**config.mk**
```make
export PLATFORM = sky130hd
export DESIGN_NAME = midi_byte_stream_parser_flat
export DESIGN_NICKNAME = d
export VERILOG_FILES = /design/src/design/mbsp_pkg.sv /design/src/design/mbsp_byte_if.sv /design/src/design/mbsp_event_if.sv /design/src/design/midi_byte_stream_parser.sv /design/src/design/mbsp_front.sv /design/src/design/mbsp_queue.sv /design/src/design/mbsp_back.sv /design/src/flat_wrapper.sv
export SDC_FILE = /design/constraint.sdc
export NUM_CORES = 1
export LEC_CHECK = 0
export BUFFER_PORTS_ARGS = -buffer_cell sky130_fd_sc_hd__buf_4
export CORE_MARGIN = 5
export CORE_UTILIZATION = 50
export DETAILED_ROUTE_END_ITERATION = 10
export PLACE_DENSITY = 0.68
export SLEW_MARGIN = 40
export SYNTH_ARGS = -nofsm -noshare
export SYNTH_HDL_FRONTEND = slang
export SYNTH_SLANG_ARGS = --single-unit
```
**constraint.sdc**
```tcl
create_clock -name clk -period 3.6 [get_ports clk]
set_input_delay 0.72 -clock clk [delete_from_list [all_inputs] [get_ports clk]]
set_output_delay 0.72 -clock clk [all_outputs]
set_load 0.005 [all_outputs]
```
**src/design/mbsp_pkg.sv**
```systemverilog
// Shared types and constants for the MIDI byte stream parser.
// Used by the front classifier, the request queue, the back sequencer and the checker.
`default_nettype none

package mbsp_pkg;

    localparam logic [7:0] RT_MIN         = 8'hF8;
    localparam logic [7:0] SYSEX_END_BYTE = 8'hF7;
    localparam logic [8:0] LIMIT_RESET    = 9'h100;
    localparam int unsigned LIMIT_MAX     = 511;

    // Class of one received byte, decided in the front part.
    typedef enum logic [2:0] {
        CL_DATA  = 3'd0,
        CL_RT    = 3'd1,
        CL_ONE   = 3'd2,
        CL_TWO   = 3'd3,
        CL_SYSEX = 3'd4,
        CL_END   = 3'd5,
        CL_UNDEF = 3'd6
    } byte_class_t;

    typedef enum logic [2:0] {
        EV_NONE   = 3'd0,
        EV_RT     = 3'd1,
        EV_ONE    = 3'd2,
        EV_TWO    = 3'd3,
        EV_SXDATA = 3'd4,
        EV_SXEND  = 3'd5
    } event_kind_t;

    typedef enum logic [1:0] {
        RC_OK    = 2'd0,
        RC_UNDEF = 2'd1,
        RC_FULL  = 2'd2
    } result_code_t;

    typedef enum logic [4:0] {
        ST_IDLE   = 5'b00001,
        ST_FIRST  = 5'b00010,
        ST_SECOND = 5'b00100,
        ST_SYSEX  = 5'b01000,
        ST_ONE    = 5'b10000
    } parse_state_t;

    // One classified request as it travels through the queue.
    typedef struct packed {
        byte_class_t cls;
        logic [7:0]  rx_byte;
    } entry_t;

    typedef struct packed {
        logic valid;
        logic ready;
    } handshake_t;

    typedef struct packed {
        event_kind_t  event_kind;
        logic [7:0]   status_value;
        logic [6:0]   first_data;
        logic [6:0]   second_data;
        logic [8:0]   sysex_count;
        result_code_t result_code;
    } result_t;

endpackage

`default_nettype wire

```
**src/design/mbsp_byte_if.sv**
```systemverilog
// Input channel carrying one received MIDI byte per request.
// Stands alone; no package dependency.
`default_nettype none

interface mbsp_byte_if;
    logic       valid;
    logic       ready;
    logic [7:0] rx_byte;

    modport source (output valid, output rx_byte, input ready);
    modport sink (input valid, input rx_byte, output ready);
endinterface

`default_nettype wire

```
**src/design/mbsp_event_if.sv**
```systemverilog
// Output channel carrying one parser result per request.
// Stands alone; no package dependency.
`default_nettype none

interface mbsp_event_if;
    logic       valid;
    logic       ready;
    logic [2:0] event_kind;
    logic [7:0] status_value;
    logic [6:0] first_data;
    logic [6:0] second_data;
    logic [8:0] sysex_count;
    logic [1:0] result_code;

    modport source (output valid, output event_kind, output status_value,
                    output first_data, output second_data, output sysex_count,
                    output result_code, input ready);
    modport sink (input valid, input event_kind, input status_value,
                  input first_data, input second_data, input sysex_count,
                  input result_code, output ready);
endinterface

`default_nettype wire

```
**src/design/midi_byte_stream_parser.sv**
```systemverilog
// MIDI byte stream parser: one result per received byte, running status kept.
// Each accepted byte is registered in the request queue, then in the result stage.
// Throughput: one byte per cycle while ev.ready stays high, set by the parse state machine.
// A two-entry queue absorbs back-pressure; rx.ready drops only when it is full.
// Reset (rst_n low, asynchronous) idles the parser, clears running status and
// the sysex index, sets the sysex limit to 256 and empties queue and result stage.
`default_nettype none

module midi_byte_stream_parser #(
    parameter int unsigned SYSEX_MAX = 256
) (
    input  wire logic       clk,
    input  wire logic       rst_n,
    mbsp_byte_if.sink       rx,
    mbsp_event_if.source    ev,
    input  wire logic       cfg_we,
    input  wire logic [8:0] cfg_wdata
);

    mbsp_pkg::entry_t push_entry;
    mbsp_pkg::entry_t head;
    logic             push;
    logic             pop;
    logic             q_full;
    logic             not_empty;

    mbsp_front u_front (
        .rx         (rx),
        .q_full     (q_full),
        .push_entry (push_entry),
        .push       (push)
    );

    mbsp_queue u_queue (
        .clk        (clk),
        .rst_n      (rst_n),
        .push       (push),
        .push_entry (push_entry),
        .full       (q_full),
        .pop        (pop),
        .head       (head),
        .not_empty  (not_empty)
    );

    mbsp_back #(
        .SYSEX_MAX (SYSEX_MAX)
    ) u_back (
        .clk       (clk),
        .rst_n     (rst_n),
        .cfg_we    (cfg_we),
        .cfg_wdata (cfg_wdata),
        .head      (head),
        .not_empty (not_empty),
        .pop       (pop),
        .ev        (ev)
    );

endmodule

`default_nettype wire

```
**src/design/mbsp_front.sv**
```systemverilog
// Front part: accepts received bytes and classifies them for the back sequencer.
// Depends on mbsp_pkg and mbsp_byte_if.
`default_nettype none

module mbsp_front (
    mbsp_byte_if.sink         rx,
    input  wire logic         q_full,
    output mbsp_pkg::entry_t  push_entry,
    output logic              push
);

    mbsp_pkg::byte_class_t cls;

    always_comb
    begin
        if (!rx.rx_byte[7])
        begin
            cls = mbsp_pkg::CL_DATA;
        end
        else if (rx.rx_byte >= mbsp_pkg::RT_MIN)
        begin
            cls = mbsp_pkg::CL_RT;
        end
        else
        begin
            unique case (rx.rx_byte[7:4]) inside
                4'h8, 4'h9, 4'hA, 4'hB, 4'hE: cls = mbsp_pkg::CL_TWO;
                4'hC, 4'hD:                   cls = mbsp_pkg::CL_ONE;
                default:
                begin
                    // System common range: only a few codes are defined.
                    unique case (rx.rx_byte[3:0]) inside
                        4'h0:       cls = mbsp_pkg::CL_SYSEX;
                        4'h1, 4'h3: cls = mbsp_pkg::CL_ONE;
                        4'h2:       cls = mbsp_pkg::CL_TWO;
                        4'h7:       cls = mbsp_pkg::CL_END;
                        default:    cls = mbsp_pkg::CL_UNDEF;
                    endcase
                end
            endcase
        end
    end

    assign rx.ready           = !q_full;
    assign push               = rx.valid && !q_full;
    assign push_entry.cls     = cls;
    assign push_entry.rx_byte = rx.rx_byte;

endmodule

`default_nettype wire

```
**src/design/mbsp_queue.sv**
```systemverilog
// Two-entry request queue between the front classifier and the back sequencer.
// Depends on mbsp_pkg.
`default_nettype none

module mbsp_queue (
    input  wire logic              clk,
    input  wire logic              rst_n,
    input  wire logic              push,
    input  wire mbsp_pkg::entry_t  push_entry,
    output logic                   full,
    input  wire logic              pop,
    output mbsp_pkg::entry_t       head,
    output logic                   not_empty
);

    mbsp_pkg::entry_t mem [2];
    logic       wr_ptr_reg, wr_ptr_next;
    logic       rd_ptr_reg, rd_ptr_next;
    logic [1:0] count_reg, count_next;

    assign full      = (count_reg == 2'd2);
    assign not_empty = (count_reg != 2'd0);
    assign head      = mem[rd_ptr_reg];

    always_comb
    begin
        wr_ptr_next = push ? ~wr_ptr_reg : wr_ptr_reg;
        rd_ptr_next = pop ? ~rd_ptr_reg : rd_ptr_reg;
        count_next  = count_reg + {1'b0, push} - {1'b0, pop};
    end

    always_ff @(posedge clk)
    begin
        if (push)
        begin
            mem[wr_ptr_reg] <= push_entry;
        end
    end

    always_ff @(posedge clk or negedge rst_n)
    begin
        if (!rst_n)
        begin
            wr_ptr_reg <= 1'b0;
            rd_ptr_reg <= 1'b0;
            count_reg  <= 2'd0;
        end
        else
        begin
            wr_ptr_reg <= wr_ptr_next;
            rd_ptr_reg <= rd_ptr_next;
            count_reg  <= count_next;
        end
    end

endmodule

`default_nettype wire

```
**src/design/mbsp_back.sv**
```systemverilog
// Back part: parse state machine with running status and sysex counting,
// feeding a registered result stage. Depends on mbsp_pkg and mbsp_event_if.
`default_nettype none

module mbsp_back #(
    parameter int unsigned SYSEX_MAX = 256
) (
    input  wire logic              clk,
    input  wire logic              rst_n,
    input  wire logic              cfg_we,
    input  wire logic [8:0]        cfg_wdata,
    input  wire mbsp_pkg::entry_t  head,
    input  wire logic              not_empty,
    output logic                   pop,
    mbsp_event_if.source           ev
);

    localparam int unsigned CapLim = (SYSEX_MAX > mbsp_pkg::LIMIT_MAX) ?
                                     mbsp_pkg::LIMIT_MAX : SYSEX_MAX;
    localparam logic [8:0] CAP = 9'(CapLim);

    mbsp_pkg::parse_state_t state_reg, state_next;
    logic [7:0]        running_reg, running_next;
    logic [6:0]        held_reg, held_next;
    logic [8:0]        index_reg, index_next;
    logic [8:0]        limit_reg;
    logic [8:0]        eff_limit;
    logic              out_valid_reg;
    mbsp_pkg::result_t out_reg, res;
    mbsp_pkg::handshake_t out_hs;

    assign eff_limit    = (limit_reg > CAP) ? CAP : limit_reg;
    assign out_hs.valid = out_valid_reg;
    assign out_hs.ready = ev.ready;
    // The result stage takes a new request whenever it is empty or being drained.
    assign pop          = not_empty && (!out_hs.valid || out_hs.ready);

    always_comb
    begin
        state_next   = state_reg;
        running_next = running_reg;
        held_next    = held_reg;
        index_next   = index_reg;
        res          = '{mbsp_pkg::EV_NONE, 8'h00, 7'h00, 7'h00, 9'h000, mbsp_pkg::RC_OK};
        unique case (head.cls)
            mbsp_pkg::CL_RT:
            begin
                res.event_kind   = mbsp_pkg::EV_RT;
                res.status_value = head.rx_byte;
            end
            mbsp_pkg::CL_END:
            begin
                if (state_reg == mbsp_pkg::ST_SYSEX)
                begin
                    res.event_kind   = mbsp_pkg::EV_SXEND;
                    res.status_value = mbsp_pkg::SYSEX_END_BYTE;
                    res.sysex_count  = index_reg;
                end
                else
                begin
                    res.result_code = mbsp_pkg::RC_UNDEF;
                end
                state_next = mbsp_pkg::ST_IDLE;
            end
            mbsp_pkg::CL_ONE:
            begin
                state_next   = mbsp_pkg::ST_ONE;
                running_next = head.rx_byte;
            end
            mbsp_pkg::CL_TWO:
            begin
                state_next   = mbsp_pkg::ST_FIRST;
                running_next = head.rx_byte;
            end
            mbsp_pkg::CL_SYSEX:
            begin
                state_next   = mbsp_pkg::ST_SYSEX;
                running_next = head.rx_byte;
                index_next   = 9'h000;
            end
            mbsp_pkg::CL_UNDEF:
            begin
                state_next      = mbsp_pkg::ST_IDLE;
                res.result_code = mbsp_pkg::RC_UNDEF;
            end
            mbsp_pkg::CL_DATA:
            begin
                unique case (state_reg)
                    mbsp_pkg::ST_FIRST:
                    begin
                        held_next  = head.rx_byte[6:0];
                        state_next = mbsp_pkg::ST_SECOND;
                    end
                    mbsp_pkg::ST_SECOND:
                    begin
                        res.event_kind   = mbsp_pkg::EV_TWO;
                        res.status_value = running_reg;
                        res.first_data   = held_reg;
                        res.second_data  = head.rx_byte[6:0];
                        held_next        = 7'h00;
                        state_next       = mbsp_pkg::ST_FIRST;
                    end
                    mbsp_pkg::ST_ONE:
                    begin
                        res.event_kind   = mbsp_pkg::EV_ONE;
                        res.status_value = running_reg;
                        res.first_data   = head.rx_byte[6:0];
                    end
                    mbsp_pkg::ST_SYSEX:
                    begin
                        if (index_reg < eff_limit)
                        begin
                            res.event_kind   = mbsp_pkg::EV_SXDATA;
                            res.status_value = running_reg;
                            res.first_data   = head.rx_byte[6:0];
                            res.sysex_count  = index_reg;
                            index_next       = index_reg + 9'd1;
                        end
                        else
                        begin
                            index_next      = 9'h000;
                            state_next      = mbsp_pkg::ST_IDLE;
                            res.result_code = mbsp_pkg::RC_FULL;
                        end
                    end
                    default:
                    begin
                        state_next = mbsp_pkg::ST_IDLE;
                    end
                endcase
            end
            default:
            begin
                state_next = mbsp_pkg::ST_IDLE;
            end
        endcase
    end

    always_ff @(posedge clk)
    begin
        if (pop)
        begin
            out_reg <= res;
        end
    end

    always_ff @(posedge clk or negedge rst_n)
    begin
        if (!rst_n)
        begin
            state_reg     <= mbsp_pkg::ST_IDLE;
            running_reg   <= 8'h00;
            held_reg      <= 7'h00;
            index_reg     <= 9'h000;
            limit_reg     <= mbsp_pkg::LIMIT_RESET;
            out_valid_reg <= 1'b0;
        end
        else
        begin
            if (cfg_we)
            begin
                limit_reg <= cfg_wdata;
            end
            if (pop)
            begin
                state_reg   <= state_next;
                running_reg <= running_next;
                held_reg    <= held_next;
                index_reg   <= index_next;
            end
            if (pop)
            begin
                out_valid_reg <= 1'b1;
            end
            else if (out_hs.ready)
            begin
                out_valid_reg <= 1'b0;
            end
        end
    end

    assign ev.valid        = out_hs.valid;
    assign ev.event_kind   = out_reg.event_kind;
    assign ev.status_value = out_reg.status_value;
    assign ev.first_data   = out_reg.first_data;
    assign ev.second_data  = out_reg.second_data;
    assign ev.sysex_count  = out_reg.sysex_count;
    assign ev.result_code  = out_reg.result_code;

endmodule

`default_nettype wire

```
**src/flat_wrapper.sv**
```systemverilog
// flat-port wrapper written by rule: the top's interface ports become plain ports
module midi_byte_stream_parser_flat 
#(
    parameter int unsigned SYSEX_MAX = 256
)
  (clk, rst_n, cfg_we, cfg_wdata, rx_valid, rx_rx_byte, rx_ready, ev_valid, ev_event_kind, ev_status_value, ev_first_data, ev_second_data, ev_sysex_count, ev_result_code, ev_ready);
  mbsp_byte_if rx_i ();
  mbsp_event_if ev_i ();
  input  wire logic clk;
  input  wire logic rst_n;
  input  wire logic cfg_we;
  input  wire logic [8:0] cfg_wdata;
  input wire logic [$bits(rx_i.valid)-1:0] rx_valid;
  input wire logic [$bits(rx_i.rx_byte)-1:0] rx_rx_byte;
  output wire logic [$bits(rx_i.ready)-1:0] rx_ready;
  output wire logic [$bits(ev_i.valid)-1:0] ev_valid;
  output wire logic [$bits(ev_i.event_kind)-1:0] ev_event_kind;
  output wire logic [$bits(ev_i.status_value)-1:0] ev_status_value;
  output wire logic [$bits(ev_i.first_data)-1:0] ev_first_data;
  output wire logic [$bits(ev_i.second_data)-1:0] ev_second_data;
  output wire logic [$bits(ev_i.sysex_count)-1:0] ev_sysex_count;
  output wire logic [$bits(ev_i.result_code)-1:0] ev_result_code;
  input wire logic [$bits(ev_i.ready)-1:0] ev_ready;
  assign rx_i.valid = rx_valid;
  assign rx_i.rx_byte = rx_rx_byte;
  assign rx_ready = rx_i.ready;
  assign ev_valid = ev_i.valid;
  assign ev_event_kind = ev_i.event_kind;
  assign ev_status_value = ev_i.status_value;
  assign ev_first_data = ev_i.first_data;
  assign ev_second_data = ev_i.second_data;
  assign ev_sysex_count = ev_i.sysex_count;
  assign ev_result_code = ev_i.result_code;
  assign ev_i.ready = ev_ready;
  midi_byte_stream_parser #(.SYSEX_MAX(SYSEX_MAX)) u_core (.clk(clk), .rst_n(rst_n), .rx(rx_i), .ev(ev_i), .cfg_we(cfg_we), .cfg_wdata(cfg_wdata));
endmodule
```
**Yosys cells after proc, flatten, opt, wreduce, memory -nomap -nowiden**

Memory sizes are Yosys's and may differ from the RTL's.
Index checks and enable logic that the tools add are counted.

- $lt $le $gt $ge: 3
- Reduce and logical (&&, ||, !) cells: 20
- Multiplexer cells: 27
- Shift-type cells: 0
- $mul: 0
- Equal/unequal tests: 25
- Add/subtract/negate cells: 3
- Div/mod/pow operators: 0
- Bitwise logic cells: 3

Operators with widths:

| cell | number |
|---|---|
| $pmux 18 s3 | 1 |
| $mux 9 | 5 |
| $pmux 9 s2 | 2 |
| $pmux 11 s3 | 1 |
| $eq 4x4->1 const B | 7 |
| $pmux 5 s5 | 1 |
| $mux 11 | 2 |
| $pmux 5 s4 | 1 |
| $mux 18 | 1 |
| $pmux 7 s2 | 1 |
| $pmux 3 s4 | 1 |
| $add 9x1->9 const B | 1 |
| $eq 3x3->1 const B | 3 |
| $gt 9x9->1 const B | 1 |
| $lt 9x9->1 | 1 |
| $eq 4x2->1 const B | 2 |
| $ge 8x8->1 const B | 1 |
| $reduce_bool 2->1 | 4 |
| $eq 3x2->1 const B | 2 |
| $mux 3 | 2 |
| $pmux 2 s3 | 1 |
| $pmux 3 s2 | 1 |
| $reduce_and 3->1 | 2 |
| $eq 5x2->1 const B | 1 |
| 25 further kinds | 36 |

- Input port bits: 22
- Bits in writable memories: 22
- Logic and storage cells: 97
- Output and inout port bits: 38
- Latch bits: 0
- Flip-flop bits (word level): 79
- Bits in read-only memories: 0
- Memories: 1

Memories:

| memory | depth | width | rd ports | clocked after Yosys merged registers in | write ports | line | text |
|---|---|---|---|---|---|---|---|
| u_core.u_queue.mem | 2 | 11 | 1 | 0 | 1 | mbsp_queue.sv:16 | `mbsp_pkg::entry_t mem [2];` |

**Logic depth before layout (Yosys ltp)**

- Word-level depth: 6
- Gate-level depth with buffers: 9
- Mapped depth without buffers: 8

**Hierarchy**

A second synthesis with hierarchy kept.

- Cell total of the unflattened synthesis: 364
- Area total of the unflattened synthesis: 4,763.3 um^2

Modules (own cells, without submodules):

| module | area each (um^2) | cells an instance | sequential area each (um^2) | times used |
|---|---|---|---|---|
| mbsp_back | 3,585.9 | 291 | 2,059.5 | 1 |
| mbsp_queue | 1,028.5 | 49 | 760.7 | 1 |
| mbsp_front | 148.9 | 24 | 0.0 | 1 |

**Worst setup path after synthesis**

Ideal clock, no wire load.

- Path type: input to register
- From: input ev_ready
- To: register u_core.u_queue.count_reg[1]
- Path buffers: 0
- Cell stages on the path: 8
- Data required time: 3,477 ps
- Slack: 855 ps
- Data arrival time: 2,622 ps
- Path through: nand2b_1 > o21ai_1 > inv_1 > ha_1 > inv_1 > ha_1 > xnor2_1 > xnor2_1

- Longest elaborated chain between the ends: 3

Ends and longest elaborated chain:

| what | line | text |
|---|---|---|
| from (decl) | flat_wrapper.sv:23 | `input wire logic [$bits(ev_i.ready)-1:0] ev_ready;` |
| $logic_or 1x1->1 | mbsp_back.sv:36 | `assign pop = not_empty && (!out_hs.valid \|\| out_hs.ready);` |
| $logic_and 1x1->1 | mbsp_back.sv:36 |  |
| via u_core.pop | midi_byte_stream_parser.sv:23 | `logic pop;` |
| $sub 2x1->2 | mbsp_queue.sv:29 | `count_next = count_reg + {1'b0, push} - {1'b0, pop};` |
| via u_core.u_queue.count_next[1] | mbsp_queue.sv:19 | `logic [1:0] count_reg, count_next;` |
| to (signal assigned) | mbsp_queue.sv:52 | `count_reg <= count_next;` |
| to (decl) | mbsp_queue.sv:19 |  |

The timed path passes the listed nets, and every way through them passes these cells.
A chain may end at the register's enable or synchronous reset.

==> flow_metrics.tcl <==
set metrics [dict create \
    crit_path_end_kind "register" \
    portBuffers 59 \
    cp_max_fo 9 \
    fin_worst_skew_ps 15.3 \
    fill_cells 764 \
    synth-edff-count 58 \
    top_register "u_core.u_queue.mem" \
    synthCells 373 \
    dr_total_vias 3054 \
    max_slew.worst_pin.slew_ps 680 \
    grt_pass1_vias 2988 \
    routed_wl_mm 8.76 \
    ant_nets 0 \
    powerDensity_nw_per_um2 734 \
    rsz0062_at_grt "false" \
    routabilityCongestion 0.792 \
    r2r_cells 7 \
    cts.path.max_buffers 2 \
    ys_seq_area_frac 0.610 \
    rows 35 \
    synth_cell_types 59 \
    hp-class "in2async" \
    cts_buffers 9 \
    synth_nets 406 \
    postCtsSetupRepairBufs 0 \
    grt_max_degree 44 \
    die-area_sq_um 11300 \
    ys.flop_type "edfxtp_1" \
    synth_area_leader_cell "edfxtp_1" \
    finalSetupViolCount 0 \
    area_growth_pct 15.6 \
    place_area_sq_um 5150 \
    total_power_w 0.00392 \
    setup_tns_ps 0 \
    fp.dieH_um 106 \
    via_per_inst 5.54 \
    dpl_worst_slack_ps 878 \
    drc_errors 0 \
    start_kind "register" \
    async_flop_share 0.426 \
    initial_utilization 0.508 \
    timing.critical_path.cells "clkinv_1, ha_1, o21ai_0, o21bai_1, a2111oi_4, or2_1, a211o_1" \
    antenna_found_initial 0 \
    dp_hpwl_mm 6.20 \
    cts-resized-gates 0 \
    clock_latency_ps 370 \
    core-area_sq_um 9110 \
    grt_pass1_wl_mm 15.2 \
    layout_worst_path_cycle_share 0.754 \
    design_area_sq_um 5350 \
    hold_buffers 0 \
    drv_cap 0 \
    layout-drive-gt1-share 0.243 \
    syn_area_per_cell_sq_um 12.4 \
    layout_min_cycle_time_ps 2720 \
    grt_overflow_total 0 \
    critPathMaxStageDelay_ps 550 \
    ir_drop_v 0.000319 \
    synth_area_sq_um 4630 \
    synth_top_area_share 0.376 \
    fin_nets 468 \
    n_antenna_cell 0 \
    io_pins 60 \
    synth_seq_cells 101 \
    fmax_mhz 368 \
    critPathRequiredTime_ps 3720 \
    p_leak_nw 2.19 \
    path_clk_slew_ps 90 \
    largest_reg_flops 22 \
    drt_iter0_drc 234 \
    hold_ws_ps 341 \
    cts_tree "built" \
    synth_area_leaders "edfxtp_1 (38%), dfrtp_1 (22%), nand2_1 (3.4%)" \
    grt_usage 0.168 \
    worstSetupPathType "reg2reg" \
    reg2reg_to "u_core.u_back.ev.status_value[6]" \
    rr_startpoint "u_core.u_back.limit_reg[8]" \
    synthTopCellsByCount "edfxtp_1 (58), nand2_1 (42), dfrtp_1 (41), nor2_1 (36), a21oi_1 (24)" \
    die_w_um 106 \
    ys_warn_count 0 \
    worst_slack_ps 885 \
    h-tree-depth 3 \
    arrival_ps 2840 \
    drt_pass1_iterations 4 \
    finalHoldViolCount 0 \
    maxSlewViolCount 0 \
    synth.most_common_cell "edfxtp_1" \
    cts_sinks 101 \
    reg2reg_slack_ps 880 \
    cts_root_buf "clkbuf_8" \
    crit_path_top_delay_cell "dfstp_2" \
    status "finished, final reports clean" \
    maxSlewHeadroom 0.546 \
    routedWlPerCell_um 15.9 \
]
==> stage by stage <==
stage,util,cells
after floorplan,-,373
after CTS,0.587,551
after detailed placement,0.566,535
after global routing,0.587,551
final,0.587,551
after global placement,0.565,535
==> report_power, final <==
group          internal [W]  total [W]  switching, W
Sequential          0.00165    0.00190      0.000251
Clock              0.000325   0.000707      0.000383
Combinational      0.000577    0.00131      0.000734
Total               0.00255    0.00392       0.00137
==> layout by cell type (no fill, tap or decap), types with 2 or more instances in the layout <==
| cell | netlist | routed |
|---|---|---|
| a211o_1 | 8 | 8 |
| clkinvlp_4 | 0 | 2 |
| a211oi_1 | 3 | 3 |
| clkbuf_1 | 3 | 2 |
| nand2b_1 | 6 | 6 |
| and3_1 | 2 | 2 |
| nand2_1 | 42 | 42 |
| edfxtp_1 | 58 | 58 |
| inv_1 | 8 | 8 |
| a31o_1 | 2 | 2 |
| o311ai_1 | 2 | 2 |
| o21ai_0 | 12 | 12 |
| buf_4 | 1 | 61 |
| clkinv_4 | 0 | 2 |
| mux2i_1 | 10 | 10 |
| nor3_1 | 5 | 5 |
| a21oi_2 | 2 | 2 |
| dfstp_2 | 2 | 2 |
| nand4_1 | 2 | 2 |
| nor2_2 | 2 | 3 |
| nand3b_1 | 2 | 2 |
| a21o_1 | 2 | 2 |
| o22ai_1 | 3 | 3 |
| nor2_1 | 36 | 35 |
| o31ai_1 | 11 | 11 |
| dfrtp_1 | 41 | 40 |
| mux2_2 | 10 | 10 |
| ha_1 | 11 | 11 |
| xnor2_1 | 5 | 5 |
| nor2b_1 | 6 | 6 |
| or3_1 | 2 | 2 |
| clkbuf_8 | 0 | 9 |
| a21oi_1 | 24 | 24 |
| nand3_1 | 11 | 11 |
| o21bai_1 | 8 | 8 |
==> worst max path at each step <==
| stage | from | to | slack (ps) | cells after the start |
|---|---|---|---|---|
| global placement | u_core.u_back.limit_reg[8] | u_core.u_back.ev.status_value[5] | 940 | 8 |
| CTS | u_core.u_back.limit_reg[8] | u_core.u_back.ev.status_value[7] | 880 | 8 |
| finish | u_core.u_back.limit_reg[8] | u_core.u_back.ev.status_value[6] | 880 | 7 |
| detailed placement | ev_ready | u_core.u_back.held_reg[1] | 880 | 7 |
| floorplan | ev_ready | u_core.u_queue.count_reg[1] | 850 | 8 |
| global route | u_core.u_back.limit_reg[8] | u_core.u_back.index_reg[7] | 650 | 8 |
==> final cells by class <==
class / instances / area, sq um / area share
inverter: 9 / 33.8 / 0.00632
multi-input combinational: 253 / 1700 / 0.318
tap: 111 / 139 / 0.0260
clock inverter: 5 / 62.6 / 0.0117
timing repair buffer: 61 / 458 / 0.0856
clock buffer: 11 / 131 / 0.0246
sequential: 101 / 2820 / 0.528
==> logic make-up after synthesis <==
kind of cell,after synthesis,share of synthesized area
compound gates,87,0.138
flops,101,0.610
buf+inv,19,0.0233
mux,22,0.0541
fa+ha+maj,11,0.0297
simple gates,127,0.134
xor+xnor,6,0.0114
==> critical path: cells and delay by family, from the launching register on <==
kind	cells	cell delay (ps)
AOI/OAI and AO/OA	4	1000
DFF	1	550
and+or+nand+nor	1	370
adders and majority gates	1	350
buffers and inverters	1	200
==> layer usage <==
metal,vias up,global-route usage,wire length (um)
met3,9,0.0340,451
met2,83,0.259,4050
li1,1499,-,-
met1,1463,0.244,4170
met5,-,0,0
met4,0,0.0453,88
No activity file was read; power rests on OpenSTA's default activity.
